==> src/rtl/core/ordered_multimap_table_macros.svh <==
// Assertion macros used by the ordered multimap table RTL.
`ifndef ORDERED_MULTIMAP_TABLE_MACROS_SVH
`define ORDERED_MULTIMAP_TABLE_MACROS_SVH

`ifndef ASSERT_OFF

// Check that cond holds in the same cycle as trig.
`define OTM_ASSERT_SAME(label, clk, rst_n, trig, cond) \
    label: assert property (@(posedge clk) disable iff (!(rst_n)) (trig) |-> (cond)) \
        else $error("otm assertion failed");

// Check that cond holds in the cycle after trig.
`define OTM_ASSERT_NEXT(label, clk, rst_n, trig, cond) \
    label: assert property (@(posedge clk) disable iff (!(rst_n)) (trig) |=> (cond)) \
        else $error("otm assertion failed");

`else

`define OTM_ASSERT_SAME(label, clk, rst_n, trig, cond)
`define OTM_ASSERT_NEXT(label, clk, rst_n, trig, cond)

`endif

`endif

==> src/rtl/core/otm_pkg.sv <==
// Types, codes and default sizes of the ordered multimap table.
package otm_pkg;

    // Fixed port field widths
    localparam int CMD_W      = 2;
    localparam int KEY_W      = 32;
    localparam int VALUE_W    = 64;
    localparam int STATUS_W   = 2;
    localparam int CNT_OUT_W  = 5;

    // Default table geometry
    localparam int DEPTH_DEF      = 16;
    localparam int KEY_BITS_DEF   = 32;
    localparam int VALUE_BITS_DEF = 64;

    typedef enum logic [CMD_W-1:0] {
        CMD_ADD    = 2'd0,
        CMD_REMOVE = 2'd1,
        CMD_FIND   = 2'd2
    } t_cmd;

    typedef enum logic [STATUS_W-1:0] {
        STATUS_OK       = 2'd0,
        STATUS_FULL     = 2'd1,
        STATUS_NOTFOUND = 2'd2
    } t_status;

    typedef enum logic [1:0] {
        ST_IDLE = 2'b01,
        ST_SCAN = 2'b10
    } t_state;

endpackage

==> src/rtl/core/otm_ram.sv <==
// Generic single-write, single-read RAM with registered read data.
module otm_ram #(
    parameter int WIDTH = 8,
    parameter int DEPTH = 16,
    parameter int ADDR_W = (DEPTH > 1) ? $clog2(DEPTH) : 1
) (
    input  logic              i_clk,
    input  logic              i_we,
    input  logic [ADDR_W-1:0] i_waddr,
    input  logic [WIDTH-1:0]  i_wdata,
    input  logic              i_re,
    input  logic [ADDR_W-1:0] i_raddr,
    output logic [WIDTH-1:0]  o_rdata
);

    logic [WIDTH-1:0] r_mem [DEPTH];
    logic [WIDTH-1:0] r_rdata;

    always_ff @(posedge i_clk) begin
        if (i_we) begin
            r_mem[i_waddr] <= i_wdata;
        end
        if (i_re) begin
            r_rdata <= r_mem[i_raddr];
        end
    end

    assign o_rdata = r_rdata;

endmodule

==> src/rtl/core/ordered_multimap_table.sv <==
// Ordered multimap table: key/value pairs in insertion order, duplicates allowed.
// Add and unused commands: one result word in the cycle after start; busy stays low.
// Remove and find: walk the n held pairs, one RAM read per cycle; busy stays high for the walk,
// the last word shows as busy falls, earlier find words one match late.
// Results cannot be stalled; each word is shown for one cycle under o_strobe.
// Synchronous active-low reset empties the table at once; RAM contents are not cleared.
`include "ordered_multimap_table_macros.svh"

module ordered_multimap_table #(
    parameter int DEPTH      = otm_pkg::DEPTH_DEF,
    parameter int KEY_BITS   = otm_pkg::KEY_BITS_DEF,
    parameter int VALUE_BITS = otm_pkg::VALUE_BITS_DEF
) (
    input  logic                            i_clk,
    input  logic                            i_rst_n,
    input  logic                            start,
    output logic                            busy,
    input  logic [otm_pkg::CMD_W-1:0]       i_cmd,
    input  logic [otm_pkg::KEY_W-1:0]       i_key,
    input  logic [otm_pkg::VALUE_W-1:0]     i_value,
    output logic                            o_strobe,
    output logic [otm_pkg::STATUS_W-1:0]    o_status,
    output logic [otm_pkg::VALUE_W-1:0]     o_found_value,
    output logic                            o_value_valid,
    output logic [otm_pkg::CNT_OUT_W-1:0]   o_removed_count,
    output logic [otm_pkg::CNT_OUT_W-1:0]   o_entries_held,
    output logic                            o_last
);

    import otm_pkg::*;

    localparam int ADDR_W  = (DEPTH > 1) ? $clog2(DEPTH) : 1;
    localparam int CNT_W   = $clog2(DEPTH + 1);
    localparam int ENTRY_W = KEY_BITS + VALUE_BITS;

    // Sequencer state
    t_state                r_state, n_state;
    logic [CNT_W-1:0]      r_fill, n_fill;      // pairs held
    logic [CNT_W-1:0]      r_idx, n_idx;        // next entry to read
    logic [CNT_W-1:0]      r_wj, n_wj;          // next compaction slot
    logic                  r_dvld, n_dvld;      // read data arrives this cycle
    logic                  r_is_find, n_is_find;
    logic [KEY_BITS-1:0]   r_key, n_key;
    logic                  r_have_pend, n_have_pend;
    logic [VALUE_BITS-1:0] r_pend, n_pend;      // match held back until last is known

    // Result word registers
    logic                  r_strobe, n_strobe;
    t_status               r_status, n_status;
    logic [VALUE_BITS-1:0] r_fv, n_fv;
    logic                  r_vv, n_vv;
    logic [CNT_W-1:0]      r_removed, n_removed;
    logic                  r_last, n_last;

    // RAM port signals
    logic                  ram_we;
    logic [ADDR_W-1:0]     ram_waddr;
    logic [ENTRY_W-1:0]    ram_wdata;
    logic                  ram_re;
    logic [ENTRY_W-1:0]    ram_rdata;
    logic [KEY_BITS-1:0]   rd_key;
    logic [VALUE_BITS-1:0] rd_val;

    logic accept;
    logic full;
    logic scan_issue;
    logic scan_end;
    logic hit;
    logic keep;

    assign busy   = (r_state != ST_IDLE);
    assign accept = start && (r_state == ST_IDLE);
    assign full   = (r_fill == CNT_W'(DEPTH));

    assign rd_key = ram_rdata[ENTRY_W-1:VALUE_BITS];
    assign rd_val = ram_rdata[VALUE_BITS-1:0];

    // Walk: issue one read per cycle, consume the data in the cycle after.
    assign scan_issue = (r_state == ST_SCAN) && (r_idx < r_fill);
    assign scan_end   = (r_state == ST_SCAN) && (r_idx == r_fill) && !r_dvld;
    assign hit        = r_dvld && (rd_key == r_key);
    // Survivors of a remove slide down to the compaction slot, which never passes
    // the read index, so a write never lands on an entry still to be read.
    assign keep       = r_dvld && !r_is_find && !hit;

    assign ram_re    = scan_issue;
    assign ram_we    = (accept && (t_cmd'(i_cmd) == CMD_ADD) && !full) || keep;
    assign ram_waddr = (r_state == ST_IDLE) ? r_fill[ADDR_W-1:0] : r_wj[ADDR_W-1:0];
    assign ram_wdata = (r_state == ST_IDLE)
                     ? {i_key[KEY_BITS-1:0], i_value[VALUE_BITS-1:0]}
                     : ram_rdata;

    otm_ram #(
        .WIDTH (ENTRY_W),
        .DEPTH (DEPTH)
    ) u_ram (
        .i_clk   (i_clk),
        .i_we    (ram_we),
        .i_waddr (ram_waddr),
        .i_wdata (ram_wdata),
        .i_re    (ram_re),
        .i_raddr (r_idx[ADDR_W-1:0]),
        .o_rdata (ram_rdata)
    );

    always_comb begin
        n_state     = r_state;
        n_fill      = r_fill;
        n_idx       = r_idx;
        n_wj        = r_wj;
        n_dvld      = scan_issue;
        n_is_find   = r_is_find;
        n_key       = r_key;
        n_have_pend = r_have_pend;
        n_pend      = r_pend;

        n_strobe    = 1'b0;
        n_status    = STATUS_OK;
        n_fv        = '0;
        n_vv        = 1'b0;
        n_removed   = '0;
        n_last      = 1'b1;

        unique case (r_state)
            ST_IDLE: begin
                if (accept) begin
                    unique case (t_cmd'(i_cmd))
                        CMD_ADD: begin
                            // Append at the tail, or drop and flag full.
                            n_strobe = 1'b1;
                            if (full) begin
                                n_status = STATUS_FULL;
                            end else begin
                                n_fill = r_fill + CNT_W'(1);
                            end
                        end
                        CMD_REMOVE, CMD_FIND: begin
                            n_state     = ST_SCAN;
                            n_idx       = '0;
                            n_wj        = '0;
                            n_dvld      = 1'b0;
                            n_is_find   = (t_cmd'(i_cmd) == CMD_FIND);
                            n_key       = i_key[KEY_BITS-1:0];
                            n_have_pend = 1'b0;
                        end
                        default: begin
                            // Unused command: answer ok, change nothing.
                            n_strobe = 1'b1;
                        end
                    endcase
                end
            end
            ST_SCAN: begin
                if (scan_issue) begin
                    n_idx = r_idx + CNT_W'(1);
                end
                if (keep) begin
                    n_wj = r_wj + CNT_W'(1);
                end
                if (r_is_find && hit) begin
                    // Release the previous match; hold this one back.
                    if (r_have_pend) begin
                        n_strobe = 1'b1;
                        n_fv     = r_pend;
                        n_vv     = 1'b1;
                        n_last   = 1'b0;
                    end
                    n_pend      = rd_val;
                    n_have_pend = 1'b1;
                end
                if (scan_end) begin
                    n_state  = ST_IDLE;
                    n_strobe = 1'b1;
                    if (r_is_find) begin
                        if (r_have_pend) begin
                            n_fv = r_pend;
                            n_vv = 1'b1;
                        end else begin
                            n_status = STATUS_NOTFOUND;
                        end
                    end else begin
                        n_removed = r_fill - r_wj;
                        n_fill    = r_wj;
                    end
                end
            end
            default: begin
                n_state = ST_IDLE;
            end
        endcase
    end

    always_ff @(posedge i_clk) begin
        if (!i_rst_n) begin
            r_state     <= ST_IDLE;
            r_fill      <= '0;
            r_idx       <= '0;
            r_wj        <= '0;
            r_dvld      <= 1'b0;
            r_is_find   <= 1'b0;
            r_have_pend <= 1'b0;
            r_strobe    <= 1'b0;
        end else begin
            r_state     <= n_state;
            r_fill      <= n_fill;
            r_idx       <= n_idx;
            r_wj        <= n_wj;
            r_dvld      <= n_dvld;
            r_is_find   <= n_is_find;
            r_have_pend <= n_have_pend;
            r_strobe    <= n_strobe;
        end
    end

    // Payload registers: no reset needed.
    always_ff @(posedge i_clk) begin
        r_key     <= n_key;
        r_pend    <= n_pend;
        r_status  <= n_status;
        r_fv      <= n_fv;
        r_vv      <= n_vv;
        r_removed <= n_removed;
        r_last    <= n_last;
    end

    assign o_strobe        = r_strobe;
    assign o_status        = r_status;
    assign o_found_value   = VALUE_W'(r_fv);
    assign o_value_valid   = r_vv;
    assign o_removed_count = CNT_OUT_W'(r_removed);
    assign o_entries_held  = CNT_OUT_W'(r_fill);
    assign o_last          = r_last;

    `OTM_ASSERT_SAME(a_fill_bound, i_clk, i_rst_n, 1'b1, r_fill <= CNT_W'(DEPTH))
    `OTM_ASSERT_SAME(a_compact_behind, i_clk, i_rst_n, r_state == ST_SCAN, r_wj <= r_idx)
    `OTM_ASSERT_NEXT(a_add_one_word, i_clk, i_rst_n,
        accept && (i_cmd != CMD_REMOVE) && (i_cmd != CMD_FIND), o_strobe && o_last)
    `OTM_ASSERT_SAME(a_idle_word_last, i_clk, i_rst_n,
        o_strobe && (r_state == ST_IDLE), o_last)

endmodule

==> config.mk <==
export PLATFORM = sky130hd
export DESIGN_NAME = ordered_multimap_table
export DESIGN_NICKNAME = d
export VERILOG_FILES = /design/src/rtl/core/otm_pkg.sv /design/src/rtl/core/otm_ram.sv /design/src/rtl/core/ordered_multimap_table.sv
export VERILOG_INCLUDE_DIRS = /design/src /design/src/rtl/core
export SDC_FILE = /design/constraint.sdc
export NUM_CORES = 2
export LEC_CHECK = 0
export ABC_AREA = 1
export BUFFER_PORTS_ARGS = -buffer_cell sky130_fd_sc_hd__buf_2
export CAP_MARGIN = 5
export CORE_ASPECT_RATIO = 0.8
export CORE_MARGIN = 10
export CORE_UTILIZATION = 45
export CTS_CLUSTER_DIAMETER = 120
export DETAILED_ROUTE_END_ITERATION = 8
export MAX_ROUTING_LAYER = met4
export PLACE_DENSITY_LB_ADDON = 0.2
export SYNTH_ARGS = -nofsm -noshare
export SYNTH_HDL_FRONTEND = slang
export SYNTH_HIERARCHICAL = 1
export SYNTH_SLANG_ARGS = --single-unit
==> constraint.sdc <==
create_clock -name i_clk -period 11.8 [get_ports i_clk]
set_input_delay 0.59 -clock i_clk [delete_from_list [all_inputs] [get_ports i_clk]]
set_output_delay 0.59 -clock i_clk [all_outputs]
set_load 0.02 [all_outputs]
### Word level (Yosys, flattened, before mapping)

Memories as Yosys holds them, arrays and structs flattened. A register that Yosys moved wholly into a read port is not among the register bits.
Index checks and enable logic that the tools add are counted.

| operators by class | value |
|---|---|
| muxes and demuxes | 49 |
| $add $sub $neg | 4 |
| bitwise operators | 2 |
| equality and inequality tests | 17 |
| $lt $le $gt $ge | 1 |
| reduce and logical (&&, ||, !) cells | 26 |

Operators with widths:

| operator | number |
|---|---|
| 64-bit 2-to-1 mux | 5 |
| 96-bit 2-to-1 mux | 1 |
| 5-bit 2-to-1 mux | 9 |
| 32-bit == test | 1 |
| 5-bit one-hot mux with 2 select lines | 3 |
| 1-bit 2-to-1 mux | 20 |
| 5-bit by 1-bit adder with 5-bit output (second input constant) | 3 |
| 2-bit 2-to-1 mux | 6 |
| 2-bit != test (second input constant) | 6 |
| 4-bit AND reduction | 3 |
| 1-bit logical AND | 10 |
| 2-bit by 1-bit != test with 1-bit output (second input constant) | 4 |
| 2-bit one-hot mux with 2 select lines | 2 |
| 3-bit AND reduction | 2 |
| 6-bit AND reduction | 1 |
| 5-bit == test | 1 |
| 5-bit == test (second input constant) | 1 |
| 5-bit < comparator | 1 |
| 5-bit subtractor | 1 |
| 2-bit by 1-bit == test with 1-bit output (second input constant) | 2 |
| 2-bit == test (second input constant) | 2 |
| 1-bit zero test | 4 |
| 4-bit 2-to-1 mux | 1 |
| 1-bit one-hot mux with 2 select lines | 2 |
| 7 further kinds | 8 |

| word-level totals | value |
|---|---|
| input port bits | 101 |
| memories | 1 |
| flip-flop bits (word level) | 190 |
| memory bits (writable) | 1536 |
| logic and storage cells | 115 |

Memories:

| name | depth | width | read ports | clocked after memory_dff | wr ports | line | source |
|---|---|---|---|---|---|---|---|
| u_ram.r_mem | 16 | 96 | 1 | 1 | 1 | otm_ram.sv:16 | `logic [WIDTH-1:0] r_mem [DEPTH];` |

### Longest topological paths before layout

| depth | value |
|---|---|
| word-level depth | 7 |
| depth in mapped cells | 14 |
| depth with buffers taken out | 14 |

### Hierarchy

The synthesis kept the hierarchy.

By module, submodules not included:

| module | times used | area each (um^2) | cells an instance | sequential area each (um^2) |
|---|---|---|---|---|
| otm_ram | 1 | 68505.7 | 6304 | 49007.0 |
| ordered_multimap_table | 1 | 8703.3 | 1016 | 4764.6 |

### Worst setup path after synthesis

Ideal clock, no wire load.

| timing path | value |
|---|---|
| path type | register to register |
| start | register r_state[1] |
| end | memory u_ram/r_mem[13][0] (netlist name) (enable) |
| arrival | 5.642 ns |
| stages on the path, launching flop included | 12 |
| data required time | 11.248 ns |
| buffers on the path | 3 |
| library setup time | 0.552 ns |
| path slack | 5.606 ns |
| period minus slack after synthesis | 6.194 ns |
| cells stage by stage | dfxtp_1 -> inv_1 -> ha_1 -> buf_2 -> clkbuf_1 -> clkbuf_1 -> nand2_1 -> o21ai_0 -> inv_1 -> nor2_1 -> nand2_1 -> nor2_1 |

| between the ends | value |
|---|---|
| elaborated cells on any way between the ends | 8 |
| those cells by class | eq/ne: 1; mux: 3; reduce/logical: 4 |

RTL lines:

| item | line | source |
|---|---|---|
| start, declared | ordered_multimap_table.sv:37 | `t_state r_state, n_state;` |
| start signal, assigned | ordered_multimap_table.sv:204 | `r_state <= n_state;` |
| 2-bit by 1-bit == test with 1-bit output | ordered_multimap_table.sv:88 | `assign ram_waddr = (r_state == ST_IDLE) ? r_fill[ADDR_W-1:0] : r_wj[ADDR_W-1:0];` |
| 4-bit 2-to-1 mux | ordered_multimap_table.sv:88 |  |
| via ram_waddr[0] | ordered_multimap_table.sv:57 | `logic [ADDR_W-1:0] ram_waddr;` |
| end, declared | otm_ram.sv:16 |  |

The timed path passes the listed nets, and every way through them passes these cells.

### Worst setup path in the final report

| timing path | value |
|---|---|
| start | register r_state[1] |
| end | memory u_ram/r_mem[7][83] (netlist name) (enable) |

| between the ends | value |
|---|---|
| word-level cells in the longest chain between the ends | 7 |
| elaborated cells on any way between the ends | 8 |
| those cells by class | eq/ne: 1; mux: 3; reduce/logical: 4 |

Ends and longest elaborated chain:

| item | line | source |
|---|---|---|
| 2-bit by 1-bit == test with 1-bit output | ordered_multimap_table.sv:72 | `assign accept = start && (r_state == ST_IDLE);` |
| 1-bit logical AND | ordered_multimap_table.sv:72 |  |
| 1-bit logical AND (2 in series) | ordered_multimap_table.sv:87 | `assign ram_we = (accept && (t_cmd'(i_cmd) == CMD_ADD) && !full) \|\| keep;` |
| 1-bit logical OR | ordered_multimap_table.sv:87 |  |
| via ram_we | ordered_multimap_table.sv:56 | `logic ram_we;` |
| 1-bit 2-to-1 mux | otm_ram.sv:20 | `if (i_we) begin` |
| 1-bit 2-to-1 mux (not written as such) | otm_ram.sv:21 | `r_mem[i_waddr] <= i_wdata;` |

The timed path passes the listed nets, and every way through them passes these cells.

==> impl_metrics.env <==
export IMPL_ys_seq_elements=1822
export IMPL_reg2reg_depth=8
export IMPL_synth_edf_count=1728
export IMPL_grt_first_pass_wirelength_mm=314
export IMPL_crit_type="reg -> reg"
export IMPL_cts_root_buf="clkbuf_16"
export IMPL_crit_required_ns=12.24
export IMPL_min_path_type="in -> reg"
export IMPL_wl_mm=208
export IMPL_fin_setup_tns_ns=0
export IMPL_cp_end_kind="register"
export IMPL_synth_cell_types=40
export IMPL_drtIter0Drc=4837
export IMPL_io_pins=181
export IMPL_vias=50300
export IMPL_period_minus_slack_ns=5.16
export IMPL_synth_avg_cell_area_sq_um=10.5
export IMPL_synth_top_cell_by_area="edfxtp_1"
export IMPL_r2r_end="u_ram/r_mem[7][83]$_DFFE_PP_"
export IMPL_cellLeakagePower_nw=36.3
export IMPL_synth_most_common_cell="nand2_1"
export IMPL_grt_remaining_overflow=0
export IMPL_syn_nets=7439
export IMPL_fin_cells=9875
export IMPL_r2r_start="r_state[1]$_SDFFE_PN0P_"
export IMPL_synth_ff_type="edfxtp_1"
export IMPL_min_period_over_period_pct=43.7
export IMPL_coreArea_sq_mm=0.170
export IMPL_p_per_area_mw_per_mm2=172
export IMPL_globalplace_congestion=0.816
export IMPL_r2r_slack_ns=6.64
export IMPL_fill_cells=15200
export IMPL_clk_pin_slew_worst_paths_ns=0.06
export IMPL_crit_arrival_ns=5.60
export IMPL_ant_nets=0
export IMPL_async_reset_ff_share_pct=0
export IMPL_ys_top_cells_by_count="2,392 x nand2_1, 1,728 x edfxtp_1, 1,304 x inv_1, 1,171 x nand3_1, 154 x buf_2"
export IMPL_die_x_um=483
export IMPL_dieArea_sq_mm=0.189
export IMPL_netlist_area_leader_share_pct=67.2
export IMPL_yosys_warnings=6
export IMPL_antenna_found_initial=1
export IMPL_grt_pass1_vias=48300
export IMPL_route_detailed_drc=0
export IMPL_finalNetCount=7582
export IMPL_maxCapViolCount=0
export IMPL_htreeDepth=4
export IMPL_gr_usage_all_layers_pct=22.2
export IMPL_syn_inst=7320
export IMPL_slew_viol_final=0
export IMPL_cts_sinks=1822
export IMPL_port_buffers=180
export IMPL_synth_top_cells_by_area="edfxtp_1 67%, nand2_1 12%, nand3_1 7.6%"
export IMPL_vdd_drop_max_mv=0.132
export IMPL_cts_buffers_inserted=182
export IMPL_wire_per_inst_um=21.1
export IMPL_die_h_um=390
export IMPL_finalHoldViolCount=0
export IMPL_cts_tree="done"
export IMPL_layout_drive_gt1_share_pct=8.04
export IMPL_initial_core_util_pct=45.4
export IMPL_clock_path_buffers=3
export IMPL_clock_latency_ns=0.84
export IMPL_drt_pre_antenna_iters=6
export IMPL_finClkSkew_ns=0.0333
export IMPL_slew_headroom_pct=17.8
export IMPL_avgViaCountPerCell=5.09
export IMPL_rows=135
export IMPL_max_freq_ghz=0.194
export IMPL_area_delta_synth_final_pct=11.5
export IMPL_dp_cells=9506
export IMPL_ys_seq_area_share_pct=69.6
export IMPL_post_cts_resized=0
export IMPL_status="complete, no violations"
export IMPL_final_setup_viol_count=0
export IMPL_cp_start_kind="register"
export IMPL_netlist_area_sq_mm=0.0772
export IMPL_rsz0062_at_grt="false"
export IMPL_grt_max_degree=180
export IMPL_multi_input_area_sq_mm=0.0168
export IMPL_dp_hpwl_mm=113
export IMPL_regArea_sq_mm=0.0538
export IMPL_crit_end="u_ram/r_mem[7][83]$_DFFE_PP_"
export IMPL_cp_max_fo=52
export IMPL_worstMarginPinSlew_ns=1.23
export IMPL_setup_worst_path_start="r_state[1]$_SDFFE_PN0P_"
-- state kept, by name, indices dropped and copies added (netlist names) --
register,count
u_ram/r_mem,1536
u_ram/o_rdata,96
o_found_value,64
r_pend,64
r_key,32
o_entries_held,5
o_removed_count,5
r_idx,5
r_wj,5
o_status,2
r_state,2
o_last,1
o_strobe,1
o_value_valid,1
r_dvld,1
r_have_pend,1
r_is_find,1
-- report_power, final --
part           total (W)  switching (W)  internal [W]
sequential       0.00739      0.0000380       0.00736
clock            0.00564        0.00248       0.00316
combinational    0.00175        0.00132      0.000428
-- layout by cell type, fill, tap and decap left out, types with 5 or more instances in the layout --
cell type	n
bufinv_16	10
inv_16	5
o21ai_0	45
nand3_1	1171
xnor2_1	6
ha_1	16
clkinv_1	34
nand4_1	11
inv_1	1301
buf_2	180
edfxtp_1	1728
dfxtp_1	90
inv_6	8
clkinv_2	29
clkbuf_8	5
a21oi_1	26
inv_2	5
nor2_1	72
nand2_1	2392
clkbuf_1	52
buf_4	94
nor2_4	56
dlygate4sd3_1	32
clkbuf_16	186
-- layer usage --
| layer | up-vias | wire length, um | global-route usage, % |
|---|---|---|---|
| met5 | - | 0 | - |
| met4 | 0 | 4940 | 5.67 |
| met3 | 303 | 12500 | 2.77 |
| met2 | 1676 | 98300 | 35.6 |
| met1 | 24400 | 92400 | 30.3 |
| li1 | 23900 | - | - |
-- critical path, cell delays in order, from the launching register on --
cell	delay (ns)
dfxtp_1	0.32
inv_1	0.08
ha_4	0.39
inv_4	0.30
o21ai_0	0.70
nand3_1	0.48
nor2_4	0.69
buf_4	1.00
buf_4	0.70
-- area by class of cell --
type / instances / share of cell area [%]
antenna: 2 / 0.00581
clock buffer: 243 / 5.71
clock inverter: 91 / 0.956
inverter: 1313 / 5.77
multi-input combinational: 3833 / 19.5
sequential: 1822 / 62.5
tap: 2260 / 3.28
timing repair buffer: 311 / 2.34
-- cell families (layout without fill, tap and decap cells) --
logic type / after synthesis / in the layout / share of synthesized area [%]
adders and majority gates: 18 / 18 / 0.301
xor gates and xnor gates: 10 / 10 / 0.113
and+or+nand+nor: 3722 / 3722 / 20.5
buffers and inverters: 1665 / 1958 / 8.87
other: 0 / 2 / 0
AOI/OAI and AO/OA: 83 / 83 / 0.583
DFF: 1822 / 1822 / 69.6
-- timing repair --
item / in CTS / in global routing
hold endpoints to repair: 32 / 0
buffers inserted: 0 / 0
hold buffers: 32 / 0
-- through the flow --
stage	area (sq um)	power [W]	hold WS [ns]	utilization (%)	setup slack, ns
2_1_floorplan	77200	0.00868	0.398	-	5.61
3_3_place_gp	80000	0.00927	0.430	47.1	6.64
3_5_place_dp	80000	0.00928	0.434	47.1	6.57
4_1_cts	86100	0.0149	0.0388	50.7	6.56
5_1_grt	86100	0.0154	0.0700	50.7	6.39
6_report	86100	0.0148	0.0947	50.7	6.64
-- worst min-delay path by stage --
stage,startpoint,to,slack (ns),depth (start not counted)
after global routing,i_rst_n,r_state[0]$_SDFFE_PN1P_,0.07,2
after CTS,i_rst_n,r_state[0]$_SDFFE_PN1P_,0.04,2
after floorplan,r_have_pend$_SDFFE_PN0P_,o_status[1]$_DFF_P_,0.40,1
after global placement,u_ram/o_rdata[46]$_DFFE_PP_,r_pend[46]$_DFFE_PP_,0.43,0
final,i_rst_n,r_state[0]$_SDFFE_PN1P_,0.09,2
after detailed placement,u_ram/o_rdata[58]$_DFFE_PP_,r_pend[58]$_DFFE_PP_,0.43,0
No activity file was read; power rests on OpenSTA's default activity.
